## src/rtl/linear_probe_hash_table_unit_assert.svh

```systemverilog
// Assertion macros for the linear-probe hash table unit.
// Used by the top level; relies on clk and rst being in scope where expanded.
`ifndef LINEAR_PROBE_HASH_TABLE_UNIT_ASSERT_SVH
`define LINEAR_PROBE_HASH_TABLE_UNIT_ASSERT_SVH

// Same-cycle implication, checked on every rising edge outside reset.
`define LPHT_ASSERT_NOW(label, ante, cons) \
  label: assert property (@(posedge clk) disable iff (rst) (ante) |-> (cons)) \
    else $error("%m: assertion failed");

// Next-cycle implication, checked on every rising edge outside reset.
`define LPHT_ASSERT_NEXT(label, ante, cons) \
  label: assert property (@(posedge clk) disable iff (rst) (ante) |=> (cons)) \
    else $error("%m: assertion failed");

`endif

```

## src/rtl/lpht_pkg.sv

```systemverilog
// Shared types, codes and constants for the linear-probe hash table unit.
// No dependencies; used by the controller, the datapath and the top level.
package lpht_pkg;

  localparam int SLOTS     = 26;
  localparam int SLOT_W    = 5;
  localparam int KEY_BYTES = 8;
  localparam int KEY_W     = 64;
  localparam int VAL_W     = 64;

  // Only the top KEY_BYTES bytes of a key take part in the comparison.
  localparam logic [KEY_W-1:0] KEY_MASK = {KEY_W{1'b1}} << (8 * (8 - KEY_BYTES));

  localparam logic [7:0] CHAR_LOW  = 8'd97;
  localparam logic [7:0] CHAR_HIGH = 8'd122;

  localparam logic [SLOT_W-1:0] SLOT_LAST = SLOT_W'(SLOTS - 1);
  localparam logic [SLOT_W-1:0] SLOT_CAP  = SLOT_W'(SLOTS);

  // Command codes.
  localparam logic [1:0] CMD_INSERT = 2'd0;
  localparam logic [1:0] CMD_FIND   = 2'd1;
  localparam logic [1:0] CMD_DELETE = 2'd2;

  // Status codes.
  localparam logic [1:0] ST_OK          = 2'd0;
  localparam logic [1:0] ST_ABSENT      = 2'd1;
  localparam logic [1:0] ST_FULL        = 2'd2;
  localparam logic [1:0] ST_BAD_INITIAL = 2'd3;

  typedef struct packed {
    logic [1:0]       command;
    logic [KEY_W-1:0] lookup_key;
    logic [VAL_W-1:0] entry_value;
  } req_t;

  typedef struct packed {
    logic [1:0]        status;
    logic [SLOT_W-1:0] slot;
    logic [VAL_W-1:0]  found_value;
  } rsp_t;

  // Commands from the controller to the datapath.
  typedef struct packed {
    logic       load;
    logic       advance;
    logic       finish;
    logic [1:0] status;
    logic       write_slot;
    logic       clear_slot;
    logic       read_value;
  } ctl_t;

  // Status from the datapath to the controller.
  typedef struct packed {
    logic [1:0] command;
    logic       bad_initial;
    logic       full;
    logic       hit;
    logic       last;
  } dp_stat_t;

endpackage

```

## src/rtl/lpht_ctrl.sv

```systemverilog
// Probe sequencer for the linear-probe hash table unit.
// Depends on lpht_pkg for the command, status and handshake structs.
module lpht_ctrl (
  input  logic               clk,
  input  logic               rst,
  input  logic               start,
  input  lpht_pkg::dp_stat_t stat,
  output lpht_pkg::ctl_t     ctl,
  output logic               busy,
  output logic               done
);

  localparam logic ST_IDLE  = 1'b0;
  localparam logic ST_PROBE = 1'b1;

  logic state;
  logic state_next;
  logic done_next;

  // Next-state and command decode.
  always_comb begin
    ctl        = '0;
    state_next = state;
    done_next  = 1'b0;
    case (state)
      ST_IDLE: begin
        if (start) begin
          ctl.load   = 1'b1;
          state_next = ST_PROBE;
        end
      end
      ST_PROBE: begin
        ctl.finish = 1'b1;
        if (stat.command == lpht_pkg::CMD_INSERT && stat.full) begin
          ctl.status = lpht_pkg::ST_FULL;
        end else if (stat.command != lpht_pkg::CMD_INSERT &&
                     stat.command != lpht_pkg::CMD_FIND &&
                     stat.command != lpht_pkg::CMD_DELETE) begin
          ctl.status = lpht_pkg::ST_ABSENT;
        end else if (stat.bad_initial) begin
          ctl.status = lpht_pkg::ST_BAD_INITIAL;
        end else if (stat.hit) begin
          ctl.status     = lpht_pkg::ST_OK;
          ctl.write_slot = (stat.command == lpht_pkg::CMD_INSERT);
          ctl.read_value = (stat.command == lpht_pkg::CMD_FIND);
          ctl.clear_slot = (stat.command == lpht_pkg::CMD_DELETE);
        end else if (stat.last) begin
          ctl.status = (stat.command == lpht_pkg::CMD_INSERT) ?
                       lpht_pkg::ST_FULL : lpht_pkg::ST_ABSENT;
        end else begin
          ctl.finish  = 1'b0;
          ctl.advance = 1'b1;
        end
        if (ctl.finish) begin
          state_next = ST_IDLE;
          done_next  = 1'b1;
        end
      end
      default: begin
        state_next = ST_IDLE;
      end
    endcase
  end

  // State and result strobe registers.
  always_ff @(posedge clk) begin
    if (rst) begin
      state <= ST_IDLE;
      done  <= 1'b0;
    end else begin
      state <= state_next;
      done  <= done_next;
    end
  end

  assign busy = (state == ST_PROBE);

endmodule

```

## src/rtl/lpht_dp.sv

```systemverilog
// Datapath of the linear-probe hash table unit: slot storage, probe pointer,
// occupancy count and result register. Depends on lpht_pkg.
module lpht_dp (
  input  logic               clk,
  input  logic               rst,
  input  lpht_pkg::req_t     request,
  input  lpht_pkg::ctl_t     ctl,
  output lpht_pkg::dp_stat_t stat,
  output lpht_pkg::rsp_t     result
);

  logic [lpht_pkg::SLOTS-1:0]  slot_used;
  logic [lpht_pkg::KEY_W-1:0]  key_mem [lpht_pkg::SLOTS];
  logic [lpht_pkg::VAL_W-1:0]  value_mem [lpht_pkg::SLOTS];
  logic [lpht_pkg::SLOT_W-1:0] occupancy;

  logic [1:0]                  cmd;
  logic [lpht_pkg::KEY_W-1:0]  key;
  logic [lpht_pkg::VAL_W-1:0]  value;
  logic                        bad_initial;
  logic [lpht_pkg::SLOT_W-1:0] ptr;
  logic [lpht_pkg::SLOT_W-1:0] ptr_next;
  logic [lpht_pkg::SLOT_W-1:0] cnt;
  logic [lpht_pkg::KEY_W-1:0]  key_rd;

  logic [7:0]                  req_initial;
  logic [7:0]                  req_home;
  logic                        key_equal;

  // Home slot and initial check of an incoming beat.
  assign req_initial = request.lookup_key[lpht_pkg::KEY_W-1 -: 8];
  assign req_home    = req_initial - lpht_pkg::CHAR_LOW;

  // Comparison against the stored key of the slot under the probe pointer.
  assign key_equal = (key_rd == key);

  always_comb begin
    stat.command     = cmd;
    stat.bad_initial = bad_initial;
    stat.full        = (occupancy >= lpht_pkg::SLOT_CAP);
    stat.hit         = (cmd == lpht_pkg::CMD_INSERT) ? !slot_used[ptr] :
                       (slot_used[ptr] && key_equal);
    stat.last        = (cnt == lpht_pkg::SLOT_LAST);
  end

  // Next probe pointer: the home slot on a new beat, then one step around the ring.
  always_comb begin
    ptr_next = ptr;
    if (ctl.load) begin
      ptr_next = req_home[lpht_pkg::SLOT_W-1:0];
    end else if (ctl.advance) begin
      ptr_next = (ptr == lpht_pkg::SLOT_LAST) ? '0 : ptr + 1'b1;
    end
  end

  // Request capture and probe pointer walk.
  always_ff @(posedge clk) begin
    if (ctl.load) begin
      cmd         <= request.command;
      key         <= request.lookup_key & lpht_pkg::KEY_MASK;
      value       <= request.entry_value;
      bad_initial <= (req_initial < lpht_pkg::CHAR_LOW) ||
                     (req_initial > lpht_pkg::CHAR_HIGH);
    end
    ptr <= ptr_next;
  end

  always_ff @(posedge clk) begin
    if (rst) begin
      cnt <= '0;
    end else if (ctl.load) begin
      cnt <= '0;
    end else if (ctl.advance) begin
      cnt <= cnt + 1'b1;
    end
  end

  // Slot valid bits and occupancy count.
  always_ff @(posedge clk) begin
    if (rst) begin
      slot_used <= '0;
      occupancy <= '0;
    end else if (ctl.write_slot) begin
      slot_used[ptr] <= 1'b1;
      occupancy      <= occupancy + 1'b1;
    end else if (ctl.clear_slot) begin
      slot_used[ptr] <= 1'b0;
      if (occupancy != '0) begin
        occupancy <= occupancy - 1'b1;
      end
    end
  end

  // Key and value storage, written on a successful insert. The key of the next
  // probed slot is read alongside the pointer update, so it lines up with ptr.
  always_ff @(posedge clk) begin
    if (ctl.write_slot) begin
      key_mem[ptr]   <= key;
      value_mem[ptr] <= value;
    end
    key_rd <= key_mem[ptr_next];
  end

  // Result register, loaded when a probe sequence ends.
  always_ff @(posedge clk) begin
    if (ctl.finish) begin
      result.status      <= ctl.status;
      result.slot        <= (ctl.status == lpht_pkg::ST_OK) ? ptr : '0;
      result.found_value <= ctl.read_value ? value_mem[ptr] : '0;
    end
  end

endmodule

```

## src/rtl/linear_probe_hash_table_unit.sv

```systemverilog
// Top level of the linear-probe hash table unit: controller plus datapath.
// Depends on lpht_pkg, lpht_ctrl, lpht_dp and the assertion macro header.
//
// A command beat is taken when start is high and busy is low. The unit then
// walks the 26 slots from the key's home slot, one slot per cycle, and stops
// at the first free slot (insert) or the first equal key (find, delete);
// rejected commands stop in the first probe cycle. Result and done are
// registered as the last probe cycle ends, so the unit works on one command
// at a time, its cost set by the single-slot probe loop. The result is on
// the result port for exactly one cycle with done high and cannot be held
// off; busy is already low in that cycle, so the next command may be taken
// at once.
`include "linear_probe_hash_table_unit_assert.svh"

module linear_probe_hash_table_unit (
  input  logic           clk,
  input  logic           rst,
  input  logic           start,
  input  lpht_pkg::req_t request,
  output logic           busy,
  output logic           done,
  output lpht_pkg::rsp_t result
);

  lpht_pkg::ctl_t     ctl;
  lpht_pkg::dp_stat_t stat;

  lpht_ctrl u_ctrl (
    .clk   (clk),
    .rst   (rst),
    .start (start),
    .stat  (stat),
    .ctl   (ctl),
    .busy  (busy),
    .done  (done)
  );

  lpht_dp u_dp (
    .clk     (clk),
    .rst     (rst),
    .request (request),
    .ctl     (ctl),
    .stat    (stat),
    .result  (result)
  );

  // A taken beat always starts a probe sequence.
  `LPHT_ASSERT_NEXT(a_accept_busy, start && !busy, busy && !done)
  // The result strobe ends the probe sequence.
  `LPHT_ASSERT_NOW(a_done_idle, done, !busy && $past(busy))
  // A failed command reports no slot and no value.
  `LPHT_ASSERT_NOW(a_fail_clean, done && result.status != lpht_pkg::ST_OK,
                   result.slot == '0 && result.found_value == '0)

endmodule

```

## config.mk

```make
export PLATFORM = sky130hd
export DESIGN_NAME = linear_probe_hash_table_unit
export DESIGN_NICKNAME = d
export VERILOG_FILES = /design/src/rtl/lpht_pkg.sv /design/src/rtl/lpht_ctrl.sv /design/src/rtl/lpht_dp.sv /design/src/rtl/linear_probe_hash_table_unit.sv
export VERILOG_INCLUDE_DIRS = /design/src /design/src/rtl
export SDC_FILE = /design/constraint.sdc
export NUM_CORES = 2
export LEC_CHECK = 0
export ABC_AREA = 1
export BUFFER_PORTS_ARGS = -buffer_cell sky130_fd_sc_hd__buf_2
export CORE_ASPECT_RATIO = 1.5
export CORE_UTILIZATION = 35
export CTS_BUF_LIST = sky130_fd_sc_hd__clkbuf_8 sky130_fd_sc_hd__clkbuf_16
export DETAILED_ROUTE_END_ITERATION = 12
export MAX_ROUTING_LAYER = met4
export PLACE_DENSITY = 0.52
export SYNTH_ARGS = -nofsm -noshare
export SYNTH_HDL_FRONTEND = slang
export SYNTH_SLANG_ARGS = --single-unit
```

## constraint.sdc

```tcl
create_clock -name clk -period 17 [get_ports clk]
set_input_delay 1.7 -clock clk [delete_from_list [all_inputs] [get_ports clk]]
set_output_delay 1.7 -clock clk [all_outputs]
set_load 0.05 [all_outputs]
```

After elaboration in Yosys (flattened, before gate mapping)
Memories as Yosys holds them, arrays and structs flattened. A register that Yosys moved wholly into a read port is not among the register bits.
Index checks and enable logic that the tools add are counted.
Word-level totals
  register bits after elaboration: 181
  RAM bits: 3328
  input port bits: 133
  output and inout bits: 73
  logic and storage cells: 89
  memories kept: 2
Memory list
  u_dp.key_mem: depth 26, bits a word 64, rd ports 1, clocked after memory_dff 1, wr ports 1, line lpht_dp.sv:13  | logic [lpht_pkg::KEY_W-1:0] key_mem [lpht_pkg::SLOTS];
  u_dp.value_mem: depth 26, bits a word 64, rd ports 1, clocked after memory_dff 1, wr ports 1, line lpht_dp.sv:14  | logic [lpht_pkg::VAL_W-1:0] value_mem [lpht_pkg::SLOTS];
Operators by class
  add/subtract/negate cells: 5
  $lt $le $gt $ge: 5
  eq/ne operators: 7
  mux-type cells: 37
  bitwise gates (word level): 4
  reduce and logical (&&, ||, !) cells: 17
Operators with widths (count)
  $eq A64 B64 Y1: 1
  $mux W26: 2
  $mux W5: 6
  $and A26 B26 Y26: 1
  $not A26 Y26: 1
  $or A26 B26 Y26: 1
  $mux W2: 12
  $add A5 B1 Y5 const B: 3
  $mux W3: 4
  $eq A5 B5 Y1 const B: 2
  $sub A5 B1 Y5 const B: 2
  $mux W1: 9
  $gt A8 B7 Y1 const B: 1
  $lt A8 B7 Y1 const B: 1
  $mux W7: 1
  $lt A5 B6 Y1 const B: 1
  $reduce_bool A2 Y1: 3
  $bmux W1 S5: 1
  $demux W1 S5: 1
  $ge A5 B1 Y1 const B: 1
  $ge A5 B5 Y1 const B: 1
  $logic_and A1 B1 Y1: 5
  $reduce_bool A5 Y1: 1
  $logic_not A2 Y1: 2
  other kinds (10): 12

Longest topological paths before layout
  word-level depth: 12
  depth in mapped cells: 26
  gate-level depth less buffers: 23

Cells and area by module
From an unflattened synthesis, not the netlist that was laid out.
Unflattened totals
  cell total of the unflattened synthesis: 12066
  area total of the unflattened synthesis: 147428.9 um^2
Modules (own cells, without submodules)
  lpht_dp: times used 1, cells each 12032, area an instance 147232.5 um^2, seq. area each 108103.7 um^2
  lpht_ctrl: times used 1, cells each 34, area an instance 196.4 um^2, seq. area each 40.0 um^2

Least setup slack after synthesis
Ideal clock, no wire load.
  path type: register to register
  start: register u_dp.ptr[0] (netlist bit)
  end: memory u_dp.key_mem[24][0] (netlist bit), enable pin
  setup time: 619 ps
  arrival: 7772 ps
  data required time: 16381 ps
  path slack: 8609 ps
  stages on the path, launching flop included: 13
  path buffers: 6
  period minus slack after synthesis: 8391 ps
  cells stage by stage: dfxtp_1 inv_2 buf_6 buf_2 clkbuf_1 clkbuf_1 clkbuf_1 clkbuf_1 ha_1 inv_1 nor3_1 inv_1 nor2_1
On the way
  cells in the longest elaborated chain, start to end: 11
  elaborated cells between the ends (all ways): 12
  those cells by class: 10 x mux; 2 x reduce/logical
RTL lines
  from (decl): line lpht_dp.sv:21  | logic [lpht_pkg::SLOT_W-1:0] ptr;
  from (signal assigned): line lpht_dp.sv:65  | ptr <= ptr_next;
  $bmux W1 S5: line lpht_dp.sv:41, lpht_dp.sv:42
  $mux W1 (not written as such): line lpht_dp.sv:41, lpht_dp.sv:42
  $logic_and A1 B1 Y1 or $logic_not A1 Y1 (tied branches): line lpht_dp.sv:42, lpht_dp.sv:41
  $mux W1: line lpht_dp.sv:41  | stat.hit = (cmd == lpht_pkg::CMD_INSERT) ? !slot_used[ptr] :
  $mux W3: line lpht_ctrl.sv:42  | end else if (stat.hit) begin
  $mux W3: line lpht_ctrl.sv:40  | end else if (stat.bad_initial) begin
  $mux W3: line lpht_ctrl.sv:36  | end else if (stat.command != lpht_pkg::CMD_INSERT &&
  $mux W3: line lpht_ctrl.sv:34  | if (stat.command == lpht_pkg::CMD_INSERT && stat.full) begin
  $mux W7: line lpht_ctrl.sv:25  | case (state)
  $mux W1: line lpht_dp.sv:97  | if (ctl.write_slot) begin
  $mux W1 (not written as such): line lpht_dp.sv:98  | key_mem[ptr] <= key;
  to (decl): line lpht_dp.sv:13
Parallel ways exist; a longest one is shown, timed or not. The select of a mux whose other input is x is not followed.

Worst setup path in the final report
  start: register u_dp.key[53] (netlist bit)
  end: register u_dp.key_rd[38] (netlist bit) (read register of u_dp.key_mem)
On the way
  cells in the longest elaborated chain, start to end: 11
RTL lines
  from (decl): line lpht_dp.sv:18  | logic [lpht_pkg::KEY_W-1:0] key;
  from (signal assigned): line lpht_dp.sv:60  | key <= request.lookup_key & lpht_pkg::KEY_MASK;
  $eq A64 B64 Y1: line lpht_dp.sv:35  | assign key_equal = (key_rd == key);
  $logic_and A1 B1 Y1: line lpht_dp.sv:42  | (slot_used[ptr] && key_equal);
  $mux W1: line lpht_dp.sv:41
  $mux W2: line lpht_ctrl.sv:42
  $mux W2: line lpht_ctrl.sv:40
  $mux W2: line lpht_ctrl.sv:36
  $mux W2: line lpht_ctrl.sv:34
  $mux W2: line lpht_ctrl.sv:25
  $mux W7: line lpht_ctrl.sv:25
  $mux W5: line lpht_dp.sv:51  | end else if (ctl.advance) begin
  $mux W5: line lpht_dp.sv:49  | if (ctl.load) begin
  to (decl): line lpht_dp.sv:24  | logic [lpht_pkg::KEY_W-1:0] key_rd;
No other way between the ends. The select of a mux whose other input is x is not followed.
A chain may end at the register's enable or synchronous reset.

==> impl_metrics.toml <==
[drt]
wire_per_inst_um = 25.4
finalWirelength_um = 444000
vias = 92800
ant_nets = 0
drtIter0Drc = 8735
drcViolationCount = 0
drt_pass1_iterations = 6
vias_per_cell = 5.31

[placement]
hpwl_um = 203000
port_buffers = 205
place_ws_ns = 9.28
place_inst = 16800
place.gp.congestion = 0.777
dpl_cell_area_mm2 = 0.153

[logic_synthesis]
syn_inst = 11700
netlist_top_cells_area = "edfxtp_1 (73%), nand3_1 (7.1%), nand2_1 (4.8%)"
synth_top_area_share_pct = 72.6
ys_dominant_reg_cell = "edfxtp_1"
ys_ff_latch = 3637
synthDistinctLibCells = 44
synth.largest_area_cell = "edfxtp_1"
syn_area_per_cell_um2 = 12.5
async_reset_ff_share_pct = 0
seq_area_frac_synth_pct = 74.1
synth-edff-count = 3530
syn_area_mm2 = 0.146
synth_warnings = 0
syn-num-nets = 11800

[power]
p_seq_share_pct = 50.3
p_leak_nw = 57.5
clkPwrFrac_pct = 37.6
power.density_mw_per_mm2 = 123
swShare_pct = 26.3
total_power_mw = 20.1
ir_worst_vdd_mv = 0.0788
p_int_mw = 14.8
power.switching_mw = 5.28
p_comb_share_pct = 12.0

[floorplan]
initial_core_util_pct = 35.1
dieArea_mm2 = 0.420
core_mm2 = 0.415
die_w_um = 529
ios = 206
die_h_um = 793
rows = 290

[sta]
fin_skew_ns = 0.0765
rsz0062_at_grt = "no"
tns_ns = 0
hold_viol_final = 0
worst_pin_slew_ns = 1.27
finalCritPeriodShare_pct = 46.2
period_minus_slack_ns = 7.86
fmax_ghz = 0.127
finalSetupViolations = 0
timing.slew.headroom_pct = 14.9
finalMaxSlewViolations = 0
layout_setup_ws_ns = 9.14
hold_ws_ns = 0.461

[layout]
drive_gt1_share_pct = 7.91
stdcell_area_mm2 = 0.163
final_core_util_pct = 39.3
fill_cells = 39200
area_growth_pct = 12.0
fin_cells = 17500
fin_nets = 11800

[global_route]
antenna_found_initial = 28
overflow = 0
grt_pass1_vias = 91400
grt_pass1_wl_um = 638000
grt_max_degree = 201
track_usage_pct = 21.3

[clock_network]
clock-sinks = 3637
clk_pin_slew_ns = 0.07
cts_resized = 0
hold_buffers = 0
cts.path.max_buffers = 4
cts-buffers-inserted = 340
cts_max_level = 5
post_cts_buffers = 0
root_buffer = "clkbuf_16"
clk-insertion-delay-late_ns = 0.94
cts_tree = "done"

[critical_path]
cp-start-kind = "flip-flop"
arrival_ns = 8.66
crit_type = "flip-flop to flip-flop"
endpoint_kind = "flip-flop"
r2r_setup_slack_ns = 9.14
path_max_fanout = 167
crit_required_ns = 17.80

[status]
status = "finished clean"

[min_path]
hold_path.class = "flip-flop to flip-flop"

[run]
drv_cap = 0
## synthesized netlist by cell type, drive strengths merged, types with 8 or more instances
cell type / number
o22ai: 244
a31oi: 10
a22o: 81
nor2: 667
o221ai: 142
nand2: 1864
edfxtp: 3530
nor3: 38
o21ai: 616
nand3b: 158
a211oi: 57
nand4: 8
a32o: 8
xnor2: 57
ha: 11
clkbuf: 395
o211ai: 21
a41oi: 28
nand3: 2077
buf: 389
a21oi: 206
dfxtp: 107
inv: 938
## placed cells by master (no fill, tap or decap), types with 31 or more instances in the layout
cell type / Yosys / final
o22ai_1: 244 / 244
inv_1: 929 / 1013
o221ai_1: 142 / 142
clkinv_1: 1 / 49
clkinv_2: 0 / 53
edfxtp_1: 3530 / 3530
nand3b_1: 158 / 158
buf_4: 52 / 166
o21ai_0: 612 / 611
a211oi_1: 57 / 57
clkbuf_16: 0 / 350
buf_2: 282 / 205
nor3_1: 38 / 38
a21oi_1: 204 / 204
xnor2_1: 57 / 57
dfxtp_1: 107 / 102
nand3_1: 2074 / 2074
nor2_1: 664 / 636
nand2_1: 1862 / 1858
a22o_1: 81 / 81
nor2_4: 1 / 31
## power groups by stage
stage	Sequential (mW)	Combinational, mW	Clock, mW
detailed placement	10.3	2.43	0
floorplan	10.2	1.64	0
global placement	10.3	2.43	0
finish	10.1	2.42	7.56
CTS	10.1	2.44	7.69
global route	10.1	2.65	8.00
## metal layers
metal	vias to the layer above	share of wire, %	track usage, %
li1	41700	-	-
met1	47400	41	26.5
met2	2935	50	36.6
met3	723	5.5	2.40
met4	0	2.8	6.10
met5	-	0	-
## cells by family after synthesis
group,share of synthesized area [%]
buf+inv,4.82
xor+xnor,0.360
flops,74.1
fa+ha+maj,0.108
compound gates,5.94
simple gates,14.7
## state kept, by name, summed over array words and instances (netlist names), named ones only
register          count
u_dp.key_rd          64
u_ctrl.busy           1
u_dp.value           64
u_dp.occupancy        5
u_dp.value_mem     1664
u_dp.result          71
u_dp.cmd              2
u_ctrl.done           1
u_dp.cnt              5
u_dp.key             64
u_dp.bad_initial      1
u_dp.key_mem       1664
u_dp.ptr              5
## layout make-up
type                       count  area (um^2)  area share (%)
clock inverter               243         1760            1.08
clock buffer                 373         9070            5.55
inverter                     939         3570            2.18
tap                         5548         6940            4.25
antenna                       12         30.0          0.0184
multi-input combinational   6315        31100            19.0
sequential                  3637       108000            66.2
timing repair buffer         396         2770            1.70
## path summary, 6_finish.rpt
check / from / endpoint / cells after the start
min: u_dp.occupancy[4]$_SDFFE_PP0P_ / u_dp.occupancy[4]$_SDFFE_PP0P_ / 1
max: u_dp.key[53]$_DFFE_PP_ / u_dp.key_rd[38]$_DFF_P_ / 22
max reg2reg: u_dp.key[53]$_DFFE_PP_ / u_dp.key_rd[38]$_DFF_P_ / 22
min reg2reg: u_dp.occupancy[4]$_SDFFE_PP0P_ / u_dp.occupancy[4]$_SDFFE_PP0P_ / 1
## critical path, stage by stage, from the launching register on
cell      delay (ns)
edfxtp_1        0.95
xnor2_1         0.20
nand2_1         0.13
nor2_1          0.22
nand2_1         0.19
nor2_1          0.27
nand2_1         0.18
nor2_1          0.56
nand3_2         0.24
nand3_4         0.19
nand2_1         0.10
nand2_4         0.50
buf_4           0.72
buf_12          0.64
buf_4           0.85
buf_4           0.86
nand3_1         0.18
nand3_1         0.14
nand3_1         0.09
nand3_1         0.13
nand2_1         0.06
nand2_1         0.06
nand2_1         0.05
(Power assumes the default switching activity.)
